[config.mk]
export PLATFORM = sky130hd
export DESIGN_NAME = tank_pump_dry_run_controller
export DESIGN_NICKNAME = d
export VERILOG_FILES = /design/src/rtl/tpdr_pkg.sv /design/src/rtl/tank_pump_dry_run_controller.sv
export SDC_FILE = /design/constraint.sdc
export NUM_CORES = 1
export LEC_CHECK = 0
export ABC_CLOCK_PERIOD_IN_PS = 3500
export BUFFER_PORTS_ARGS = -buffer_cell sky130_fd_sc_hd__buf_2
export CAP_MARGIN = 30
export CORE_MARGIN = 5
export CORE_UTILIZATION = 53
export CTS_BUF_LIST = sky130_fd_sc_hd__clkbuf_4 sky130_fd_sc_hd__clkbuf_8 sky130_fd_sc_hd__clkbuf_16
export DETAILED_ROUTE_END_ITERATION = 16
export PLACE_DENSITY_LB_ADDON = 0.05
export SLEW_MARGIN = 10
export SYNTH_ARGS = -nofsm -noshare
export SYNTH_HDL_FRONTEND = slang
export SYNTH_SLANG_ARGS = --single-unit
[constraint.sdc]
create_clock -name clk -period 3.5 [get_ports clk]
set_clock_uncertainty 0.2 [all_clocks]
set_input_delay 0.525 -clock clk [delete_from_list [all_inputs] [get_ports clk]]
set_output_delay 0.525 -clock clk [all_outputs]
set_load 0.02 [all_outputs]
[src/rtl/tpdr_pkg.sv]
// Shared types and codes for the tank pump dry-run controller.
`default_nettype none

package tpdr_pkg;

    localparam int CFG_INDEX_BITS = 1;
    localparam int CFG_DATA_BITS  = 16;
    localparam int GRACE_BITS     = 8;
    localparam int RUN_BITS       = 8;

    localparam logic [CFG_INDEX_BITS-1:0] CFG_DRY_RUN_GRACE = 1'd0;
    localparam logic [CFG_INDEX_BITS-1:0] CFG_PAUSE_TICKS   = 1'd1;

    localparam logic [GRACE_BITS-1:0]    GRACE_RESET       = 8'd1;
    localparam logic [CFG_DATA_BITS-1:0] PAUSE_TICKS_RESET = 16'd1800;
    localparam logic [RUN_BITS-1:0]      RUN_MAX           = 8'd255;

    localparam int EV_START_CHIRP = 0;
    localparam int EV_STOP_BEEP   = 1;
    localparam int EV_DRY_RUN     = 2;
    localparam int EV_FULL        = 3;
    localparam int EV_LOW_ALARM   = 4;

    localparam logic [1:0] LEVEL_FULL  = 2'd0;
    localparam logic [1:0] LEVEL_OKAY  = 2'd1;
    localparam logic [1:0] LEVEL_ERROR = 2'd2;
    localparam logic [1:0] LEVEL_LOW   = 2'd3;

    localparam logic [2:0] STATUS_IDLE_FULL   = 3'd0;
    localparam logic [2:0] STATUS_PRESS_START = 3'd1;
    localparam logic [2:0] STATUS_MONITORING  = 3'd2;
    localparam logic [2:0] STATUS_RUNNING     = 3'd3;
    localparam logic [2:0] STATUS_STOPPED     = 3'd4;
    localparam logic [2:0] STATUS_PAUSED      = 3'd5;

    typedef struct packed {
        logic start_pressed;
        logic stop_pressed;
        logic auto_enabled;
        logic flow_present;
        logic top_wet;
        logic bottom_wet;
    } in_item_t;

    typedef struct packed {
        logic       relay_on;
        logic [4:0] alarm_events;
        logic [1:0] level_code;
        logic [2:0] status_code;
    } out_item_t;

endpackage

`default_nettype wire

[src/rtl/tank_pump_dry_run_controller.sv]
// Top level: tank pump controller with dry-run pause, one sensor tick per request.
//
// Usage:
//   in_valid/in_ready/in_item carry one half-second sensor tick per request.
//   out_valid/out_ready/out_item return exactly one result per tick, in order.
//   cfg_write/cfg_index/cfg_data set the dry-run grace (index 0) and the
//   auto-restart pause length (index 1); write only while the block is idle.
// Path: a tick is held in the input register, and its result is then
//   registered in the result register, which drives out_item.
// Throughput: one tick per clock unless out_ready stalls; all pump rules are
//   evaluated in one pass of flag logic between the input and result registers.
// Reset: pump off, auto re-arm, full stop and low alarm armed, no pause,
//   grace = 1 tick, pause = 1800 ticks, both pipeline registers empty.
// Stall: while out_ready is low the result register holds; the input register
//   still takes one more tick, after which in_ready drops until space frees.
`default_nettype none

module tank_pump_dry_run_controller
    import tpdr_pkg::*;
#(
    parameter int PAUSE_BITS = 16
) (
    input  wire                       clk,
    input  wire                       rst_n,
    input  wire                       in_valid,
    output logic                      in_ready,
    input  wire in_item_t             in_item,
    output logic                      out_valid,
    input  wire                       out_ready,
    output out_item_t                 out_item,
    input  wire                       cfg_write,
    input  wire [CFG_INDEX_BITS-1:0]  cfg_index,
    input  wire [CFG_DATA_BITS-1:0]   cfg_data
);

    logic [GRACE_BITS-1:0]    grace_reg;
    logic [CFG_DATA_BITS-1:0] pause_ticks_reg;

    logic      s1_valid_reg;
    in_item_t  s1_item_reg;
    logic      out_valid_reg;
    out_item_t out_item_reg;
    logic      s1_advance;

    logic                  pump_reg, pump_next;
    logic                  rearm_reg, rearm_next;
    logic                  full_armed_reg, full_armed_next;
    logic                  low_ok_reg, low_ok_next;
    logic [RUN_BITS-1:0]   run_reg, run_next;
    logic                  pause_reg, pause_next;
    logic [PAUSE_BITS-1:0] prem_reg, prem_next;
    logic                  shown_reg, shown_next;
    out_item_t             result;

    assign s1_advance = s1_valid_reg && (!out_valid_reg || out_ready);
    assign in_ready   = !s1_valid_reg || s1_advance;
    assign out_valid  = out_valid_reg;
    assign out_item   = out_item_reg;

    // config registers
    always_ff @(posedge clk or negedge rst_n)
    begin
        if (!rst_n)
        begin
            grace_reg       <= GRACE_RESET;
            pause_ticks_reg <= PAUSE_TICKS_RESET;
        end
        else if (cfg_write)
        begin
            case (cfg_index)
                CFG_DRY_RUN_GRACE: grace_reg <= cfg_data[GRACE_BITS-1:0];
                CFG_PAUSE_TICKS:   pause_ticks_reg <= cfg_data;
                default:           ;
            endcase
        end
    end

    // rule evaluation for the tick in the input register
    always_comb
    begin
        logic start, stop, autom, flow, top, bottom;
        logic stop_msg, do_tail, paused_now;
        logic [4:0] ev;
        logic [2:0] status;

        start  = s1_item_reg.start_pressed;
        stop   = s1_item_reg.stop_pressed;
        autom  = s1_item_reg.auto_enabled;
        flow   = s1_item_reg.flow_present;
        top    = s1_item_reg.top_wet;
        bottom = s1_item_reg.bottom_wet;

        pump_next       = pump_reg;
        rearm_next      = rearm_reg;
        full_armed_next = full_armed_reg;
        low_ok_next     = low_ok_reg;
        run_next        = run_reg;
        pause_next      = pause_reg;
        prem_next       = prem_reg;
        shown_next      = shown_reg;
        stop_msg        = 1'b0;
        do_tail         = 1'b0;
        paused_now      = 1'b0;
        ev              = '0;

        if (pause_reg)
        begin
            if (autom)
            begin
                if (prem_reg <= PAUSE_BITS'(1))
                begin
                    prem_next       = '0;
                    pump_next       = 1'b1;
                    shown_next      = 1'b0;
                    full_armed_next = 1'b1;
                    low_ok_next     = 1'b0;
                    do_tail         = 1'b1;
                end
                else
                begin
                    prem_next = prem_reg - PAUSE_BITS'(1);
                end
            end
            else if (start || stop)
            begin
                if (start)
                begin
                    pump_next       = 1'b1;
                    shown_next      = 1'b0;
                    full_armed_next = 1'b1;
                    low_ok_next     = 1'b0;
                end
                if (stop)
                begin
                    pump_next   = 1'b0;
                    low_ok_next = 1'b1;
                    run_next    = '0;
                    if (!shown_next)
                    begin
                        stop_msg   = 1'b1;
                        shown_next = 1'b1;
                    end
                end
                prem_next = '0;
                do_tail   = 1'b1;
            end
            else
            begin
                ev[EV_DRY_RUN] = 1'b1;
            end
            if (do_tail)
                pause_next = 1'b0;
        end
        else
        begin
            if (pump_reg && run_reg != RUN_MAX)
                run_next = run_reg + RUN_BITS'(1);
            if (autom)
            begin
                if (!top && rearm_reg)
                begin
                    pump_next       = 1'b1;
                    shown_next      = 1'b0;
                    full_armed_next = 1'b1;
                    low_ok_next     = 1'b0;
                    rearm_next      = 1'b0;
                end
                if (!bottom)
                    rearm_next = 1'b1;
            end
            if (start)
            begin
                ev[EV_START_CHIRP] = 1'b1;
                pump_next          = 1'b1;
                shown_next         = 1'b0;
                full_armed_next    = 1'b1;
                low_ok_next        = 1'b0;
            end
            if (stop)
            begin
                ev[EV_STOP_BEEP] = 1'b1;
                pump_next        = 1'b0;
                low_ok_next      = 1'b1;
                run_next         = '0;
                if (!shown_next)
                begin
                    stop_msg   = 1'b1;
                    shown_next = 1'b1;
                end
            end
            if (run_next > grace_reg && !flow && pump_next)
            begin
                ev[EV_DRY_RUN] = 1'b1;
                pump_next      = 1'b0;
                run_next       = '0;
                pause_next     = 1'b1;
                prem_next      = PAUSE_BITS'(pause_ticks_reg);
                paused_now     = 1'b1;
            end
            do_tail = !paused_now;
        end

        // full and low-level checks
        if (do_tail)
        begin
            if (top && full_armed_next)
            begin
                ev[EV_FULL]     = 1'b1;
                full_armed_next = 1'b0;
                pump_next       = 1'b0;
                low_ok_next     = 1'b1;
                run_next        = '0;
                if (!shown_next)
                begin
                    stop_msg   = 1'b1;
                    shown_next = 1'b1;
                end
            end
            if (!autom && !bottom && low_ok_next)
                ev[EV_LOW_ALARM] = 1'b1;
        end

        if (pause_next)
            status = STATUS_PAUSED;
        else if (pump_next)
            status = STATUS_RUNNING;
        else if (stop_msg)
            status = STATUS_STOPPED;
        else if (autom)
            status = STATUS_MONITORING;
        else if (top)
            status = STATUS_IDLE_FULL;
        else
            status = STATUS_PRESS_START;

        result.relay_on     = pump_next;
        result.alarm_events = ev;
        result.level_code   = top ? (bottom ? LEVEL_FULL : LEVEL_ERROR)
                                  : (bottom ? LEVEL_OKAY : LEVEL_LOW);
        result.status_code  = status;
    end

    // input register
    always_ff @(posedge clk or negedge rst_n)
    begin
        if (!rst_n)
            s1_valid_reg <= 1'b0;
        else if (in_ready)
            s1_valid_reg <= in_valid;
    end

    always_ff @(posedge clk)
    begin
        if (in_ready && in_valid)
            s1_item_reg <= in_item;
    end

    // result register and controller state
    always_ff @(posedge clk or negedge rst_n)
    begin
        if (!rst_n)
        begin
            out_valid_reg  <= 1'b0;
            pump_reg       <= 1'b0;
            rearm_reg      <= 1'b1;
            full_armed_reg <= 1'b1;
            low_ok_reg     <= 1'b1;
            run_reg        <= '0;
            pause_reg      <= 1'b0;
            prem_reg       <= '0;
            shown_reg      <= 1'b0;
        end
        else
        begin
            if (s1_advance)
            begin
                out_valid_reg  <= 1'b1;
                pump_reg       <= pump_next;
                rearm_reg      <= rearm_next;
                full_armed_reg <= full_armed_next;
                low_ok_reg     <= low_ok_next;
                run_reg        <= run_next;
                pause_reg      <= pause_next;
                prem_reg       <= prem_next;
                shown_reg      <= shown_next;
            end
            else if (out_ready)
            begin
                out_valid_reg <= 1'b0;
            end
        end
    end

    always_ff @(posedge clk)
    begin
        if (s1_advance)
            out_item_reg <= result;
    end

    // checks
    a_pause_pump_off: assert property (@(posedge clk) disable iff (!rst_n)
        pause_reg |-> !pump_reg)
        else $error("pump running during dry-run pause");

    a_run_count_idle: assert property (@(posedge clk) disable iff (!rst_n)
        !pump_reg |-> (run_reg == '0))
        else $error("run count nonzero with pump off");

    a_relay_status: assert property (@(posedge clk) disable iff (!rst_n)
        (out_valid_reg && out_item_reg.relay_on) |->
            (out_item_reg.status_code == STATUS_RUNNING))
        else $error("relay on without running status");

    a_ready_when_empty: assert property (@(posedge clk) disable iff (!rst_n)
        !out_valid_reg |-> in_ready)
        else $error("input stalled with empty result register");

    a_result_follows: assert property (@(posedge clk) disable iff (!rst_n)
        s1_advance |=> out_valid_reg)
        else $error("advanced tick produced no result");

endmodule

`default_nettype wire
==> impl_metrics.json, run 1 <==
{
  "status": "completed",
  "yosys.area.top_type": "dfrtp_1",
  "critPathKind": "flip-flop to flip-flop",
  "p_int_uw": 1620,
  "cp.arrival_ns": 3.27,
  "p_leak_uw": 0.00205,
  "fin_area_mm2": 0.00465,
  "grt_max_degree": 40,
  "die_width_um": 96.2,
  "place.gp.congestion": 0.906,
  "p_sw_frac": 0.319,
  "io-pin-count": 41,
  "hold_violations": 0,
  "critPathCaptureType": "flip-flop",
  "grt_usage": 0.226,
  "avgViaCountPerCell": 6.00,
  "via_count": 3359,
  "clkTransAtPathRegs_ns": 0.08,
  "slew_headroom": 0.506,
  "post-route-util": 0.642,
  "wl_met1_mm": 4.41,
  "slew_viol_final": 0,
  "synth_edf_count": 17,
  "worstPathRequired_ns": 3.40,
  "drt_iter0_markers": 174,
  "first_pass_iters": 4,
  "start_util": 0.542,
  "ys_seq_area_frac": 0.489,
  "final-seq-area_mm2": 0.00192,
  "multi_input_area_mm2": 0.00187,
  "max-vdd-ir-drop_mv": 0.225,
  "wl_mm": 9.83,
  "wl_met3_um": 494,
  "hold_path.class": "input port to flip-flop",
  "finalWorstSetupSlack_ns": 0.126,
  "drtAntennaViolNets": 0,
  "io_buffers": 40,
  "core_area_mm2": 0.00725,
  "rsz0062_at_grt": "true",
  "grt_pass1_vias": 3292,
  "ys_top_cells_by_area": "dfrtp_1, edfxtp_1, dfstp_2, mux2_2, o21ai_0",
  "wl_met2_mm": 4.75,
  "max_stage_delay_ns": 0.40,
  "crit_buf_inv": 2,
  "cp_max_fo": 5,
  "timing.final.setup_violations": 0,
  "path_cells": "ha_2 > nand3_2 > nor3b_2 > xnor2_1 > or2_2 > inv_1 > ha_1 > and4_1 > a221oi_1 > buf_4 > o32a_1 > nor2_1 > a311o_1",
  "highest_layer": "met4",
  "drc": 0,
  "grt-ovfl-total": 0,
  "syn_nets": 435,
  "syn_area_mm2": 0.00393,
  "rows": 31,
  "p_sw_uw": 758,
  "clockBufferDepth": 2,
  "wl_per_cell_um": 17.6,
  "place_area_mm2": 0.00438,
  "synth_seq_cells": 73,
  "htree_levels": 3,
  "ys_warn_count": 0,
  "slowest_stage": "dfrtp_1",
  "drv_cap": 0,
  "clock_power_share": 0.293,
  "finalPower_uw": 2380,
  "numCtsBuffers": 9,
  "die_h_um": 96.2,
  "period_needed_ns": 3.37,
  "layout-drive-gt1-share": 0.273,
  "cp_top_family": "simple AND/OR/NAND/NOR gates",
  "ys_dominant_reg_cell": "dfrtp_1",
  "grt_pass1_wl_mm": 16.1,
  "synth_cell_types": 54,
  "syn_area_per_cell_um2": 9.93,
  "numClockSinks": 73,
  "tritoncts": "built",
  "root_buffer": "clkbuf_8",
  "finalSetupTns_ns": 0,
  "place_ws_ns": -0.0436,
  "tightest_slew_ns": 0.739,
  "antenna_found_initial": 0,
  "clk_latency_ns": 0.35,
  "hpwlAfterDp_mm": 6.91,
  "pwr-share-seq": 0.455,
  "powerDensity_mw_per_mm2": 511,
  "yosysTopAreaCellShare": 0.305,
  "antenna_cells": 0,
  "startpoint_type": "flip-flop",
  "syn_to_final_growth_pct": 18.3,
  "fill_cells": 606,
  "fmax_ghz": 0.296,
  "combPwrFrac": 0.252,
  "period_share": 0.964,
  "async_flop_share": 0.767,
  "syn_inst": 396,
  "dieArea_mm2": 0.00924,
  "final_nets": 495
}
stage by stage:
step                hold WS, ns  instances
finish                    0.145        560
global route              0.118        560
CTS                       0.132        558
detailed placement        0.259        541
global placement          0.259        541
floorplan                0.0294        396
layout make-up:
cell class | count | area share
Clock buffer | 12 | 0.0341
Clock inverter | 4 | 0.0110
Inverter | 34 | 0.0274
Multi-Input combinational cell | 273 | 0.401
Sequential cell | 73 | 0.413
Tap cell | 99 | 0.0266
Timing Repair Buffer | 65 | 0.0860
power by group through the flow:
stage / clock network (µW) / logic (µW) / registers, µW
after global routing: 749 / 657 / 1090
after detailed placement: 0 / 584 / 1090
after floorplan: 0 / 407 / 1080
after CTS: 713 / 590 / 1080
after global placement: 0 / 572 / 1090
final: 697 / 598 / 1080
logic make-up after synthesis:
group	count (synthesis)	synth area share
AOI/OAI and AO/OA	125	0.215
and+or+nand+nor	114	0.150
DFF	73	0.489
buffers and inverters	50	0.0480
muxes	20	0.0566
adders and majority gates	11	0.0350
xor gates and xnor gates	3	0.00668
per-layer routing:
layer	vias to the layer above	GRT usage
met3	16	0.0446
met5	-	0
met4	0	0.0829
li1	1585	-
met1	1649	0.305
met2	109	0.360
timing repair:
action	CTS	global route
gates cloned	0	1
pin swaps	0	6
hold buffers	1	0
resized for setup	5	10
endpoints found under the hold margin	12	0
setup buffers	0	1
endpoints found under the setup margin	17	31
placed cells by master (no fill, tap or decap), drive strengths merged, types with 4 or more instances in the layout:
master    n
buf      64
dfrtp    48
nand2    34
inv      34
o21ai    32
nor2     29
a21oi    21
mux2     18
edfxtp   17
a22o     12
clkbuf   12
ha       11
o2bb2ai   9
nand3     9
or3       8
o22ai     8
dfstp     8
nor3      6
a21o      5
a31oi     5
or2       5
nand2b    5
o32ai     5
o2111ai   5
nand4     5
o31ai     4
a211oi    4
synth_stat cells, drive strengths merged, types with 2 or more instances:
cell / count
a211oi: 4
a21o: 5
a21oi: 21
a22o: 12
a31oi: 5
a32oi: 3
and4: 2
clkbuf: 15
dfrtp: 48
dfstp: 8
edfxtp: 17
ha: 11
inv: 33
mux2: 18
mux2i: 2
nand2: 34
nand2b: 5
nand3: 9
nand4: 5
nor2: 29
nor2b: 2
nor3: 6
nor4: 2
o2111ai: 5
o211ai: 2
o21ai: 32
o22ai: 8
o2bb2ai: 9
o31ai: 4
o32a: 2
o32ai: 5
or2: 5
or3: 8
xor2: 2
path summary, 6_finish.rpt:
kind	startpoint	to	slack, ns	cells after the start
worst max-delay path	run_reg[1]	out_item[0]	0.13	13
worst min-delay path	in_item[4]	s1_item_reg[4]	0.14	1
max in group asynchronous	rst_n	grace_reg[0]	1.77	3
worst min register to register	s1_item_reg[0]	rearm_reg	0.28	1
worst max register to register	run_reg[1]	out_item[0]	0.13	13
min in group asynchronous	rst_n	shown_reg	0.45	2
No activity file was read; power rests on OpenSTA's default activity.
==> inputs of run 2 (changes only) <==
- ABC_AREA: unset -> 1
- CORE_UTILIZATION: 53 -> 54
- GPL_TIMING_DRIVEN: unset -> 1
- PLACE_DENSITY: unset -> 0.84
- PLACE_DENSITY_LB_ADDON: 0.05 -> unset
==> run 2 against run 1 <==
Against the previous run: setup slack gained 0.25 ns; critical path type unchanged; largest cell class is now multi-input gates; non-clock buffer count shrank 23; first-iteration DRC count grew 32%; total power grew 32%; combinational power grew 89%.
==> impl_metrics.json, run 2 <==
{
  "status": "completed",
  "drc": 0,
  "synth_common_cells": "nand2_1, inv_1, dfrtp_1",
  "period_needed_ns": 3.12,
  "final_nets": 604,
  "cp.arrival_ns": 3.02,
  "clkTransAtPathRegs_ns": 0.07,
  "via_count": 3585,
  "ys_seq_area_frac": 0.459,
  "grt_usage": 0.200,
  "place.gp.congestion": 1.02,
  "synth_xor_area_frac": 0.0209,
  "rsz0062_at_grt": "false",
  "die_width_um": 98.0,
  "fin_hold_ws_ns": 0.151,
  "layout_commonest_cell": "nand2_1",
  "synth_compound_area_frac": 0.108,
  "worstPathRequired_ns": 3.40,
  "rows": 32,
  "critPathCaptureType": "flip-flop",
  "htree_levels": 3,
  "final_cell_mix": "nand2_1, inv_1, dfrtp_1",
  "slew_viol_final": 0,
  "wl_mm": 9.15,
  "rrSetupSlack_ns": 0.38,
  "ys_top_cells_by_area": "dfrtp_1, nand2_1, edfxtp_1, o21ai_0, inv_1",
  "syn_area_per_cell_um2": 8.00,
  "root_buffer": "clkbuf_8",
  "startpoint_type": "flip-flop",
  "antenna_cells": 0,
  "syn_area_mm2": 0.00419,
  "hold_violations": 0,
  "multi_input_area_mm2": 0.00196,
  "io-pin-count": 41,
  "start_util": 0.547,
  "die_h_um": 98.0,
  "final-seq-area_mm2": 0.00192,
  "ys_warn_count": 0,
  "syn_to_final_growth_pct": 12.0,
  "grt_pass1_vias": 3463,
  "period_share": 0.892,
  "synth_seq_cells": 73,
  "drtAntennaViolNets": 0,
  "synthMuxAreaShare": 0.0108,
  "cp_max_fo": 10,
  "synth-simple-area-share": 0.295,
  "synth_edf_count": 17,
  "syn_inst": 523,
  "syn_nets": 562,
  "synth_top_family_by_area": "simple AND/OR/NAND/NOR gates",
  "drt_iter0_markers": 230,
  "synthMostInstantiatedCell": "nand2_1",
  "tightest_slew_ns": 0.869,
  "powerDensity_mw_per_mm2": 668,
  "yosys.area.top_type": "dfrtp_1",
  "avgViaCountPerCell": 5.33,
  "grt-ovfl-total": 0,
  "tritoncts": "built",
  "critPathKind": "flip-flop to flip-flop",
  "grt_max_degree": 35,
  "synth_fa_ha_area_frac": 0.0329,
  "first_pass_iters": 5,
  "max-vdd-ir-drop_mv": 0.374,
  "post-route-util": 0.613,
  "grt_pass1_wl_mm": 15.8,
  "layout-drive-gt1-share": 0.193,
  "core_area_mm2": 0.00765,
  "io_buffers": 40,
  "synth_cell_types": 40,
  "clockBufferDepth": 2,
  "async_flop_share": 0.767,
  "hpwlAfterDp_mm": 6.62,
  "hold_path.class": "input port to flip-flop",
  "fill_cells": 669,
  "drv_cap": 0,
  "fmax_ghz": 0.320,
  "dieArea_mm2": 0.00961,
  "antenna_found_initial": 0,
  "finalSetupTns_ns": 0,
  "p_leak_uw": 0.00234,
  "slew_headroom": 0.419,
  "cts_post_setup_buffers_inserted": 0,
  "numCtsBuffers": 9,
  "ys_dominant_reg_cell": "dfrtp_1",
  "wl_per_cell_um": 13.6,
  "timing.final.setup_violations": 0,
  "yosysTopAreaCellShare": 0.287,
  "clk_latency_ns": 0.35,
  "numClockSinks": 73
}
==> run 2: cell count changes in the layout (fill, tap and decap cells not counted), moves of 7 or more <==
cell,before,now
nand2_4,0,7
inv_1,32,58
nand3_1,8,26
or3_1,8,0
nor2_1,28,42
a22o_1,12,0
nand2_1,34,156
nor2_2,1,8
o21ai_1,1,9
mux2_2,18,4
buf_4,22,1
o21ai_0,30,46
o2bb2ai_1,9,0
==> run 2: path summary, 6_finish.rpt <==
path | startpoint | to | cells after the start
max | run_reg[1] | out_item[0] | 20
min reg2reg | pause_ticks_reg[9] | pause_ticks_reg[9] | 2
min | in_item[0] | s1_item_reg[0] | 1
max in group asynchronous | rst_n | low_ok_reg | 3
max reg2reg | run_reg[1] | out_item[0] | 20
min in group asynchronous | rst_n | grace_reg[2] | 2
==> run 2: cell families after synthesis <==
group | Yosys count
simple gates | 265
buf+inv | 76
compound gates | 84
xor+xnor | 10
flops | 73
fa+ha+maj | 11
mux | 4
==> run 2: worst max-delay path, stage by stage, from the launching register on <==
cell,delay [ns]
dfrtp_1,0.42
ha_1,0.19
inv_1,0.07
nor2_2,0.14
nand2_1,0.08
nand2_2,0.11
inv_2,0.10
nand3_1,0.08
nand2_1,0.06
a21oi_2,0.13
ha_1,0.26
a21oi_1,0.17
nand2_1,0.08
nand2_1,0.07
nand2_1,0.13
nand4_2,0.13
nand2_4,0.13
nor2_8,0.15
nand2_2,0.05
nand3_1,0.07
nand2_1,0.05
==> run 2: stage by stage <==
step                      std cells  area [µm²]  power, µW  setup slack (ns)
after floorplan                 523        4190       2160             0.655
after global placement          655        4460       2390             0.476
after detailed placement        655        4460       2430             0.312
after CTS                       672        4680       3140             0.305
after global routing            672        4690       3370            0.0234
final                           672        4690       3130             0.377
==> run 2: where the power goes <==
part / leakage (µW) / switching (µW) / total (µW) / internal [µW]
sequential: 0.000851 / 208 / 1320 / 1110
clock: 0.000106 / 310 / 686 / 376
combinational: 0.00138 / 735 / 1130 / 394
==> run 2: what timing repair did <==
action | CTS | global route
setup endpoints to repair | 0 | 10
resized for setup | 0 | 1
hold buffers | 1 | 0
endpoints found under the hold margin | 20 | 0
==> run 2: layout make-up <==
cell class / count / share of cell area
Multi-Input combinational cell: 374 / 0.418
Sequential cell: 73 / 0.410
Inverter: 65 / 0.0531
Timing Repair Buffer: 42 / 0.0464
Clock buffer: 12 / 0.0339
Tap cell: 102 / 0.0272
Clock inverter: 4 / 0.0109
==> run 2: per-layer routing <==
metal | global-route usage | vias up | wire [µm]
met5 | 0 | - | 0
met4 | 0.0820 | 0 | 221
met3 | 0.0436 | 20 | 600
met2 | 0.341 | 117 | 4470
met1 | 0.246 | 1680 | 3850
li1 | - | 1768 | -
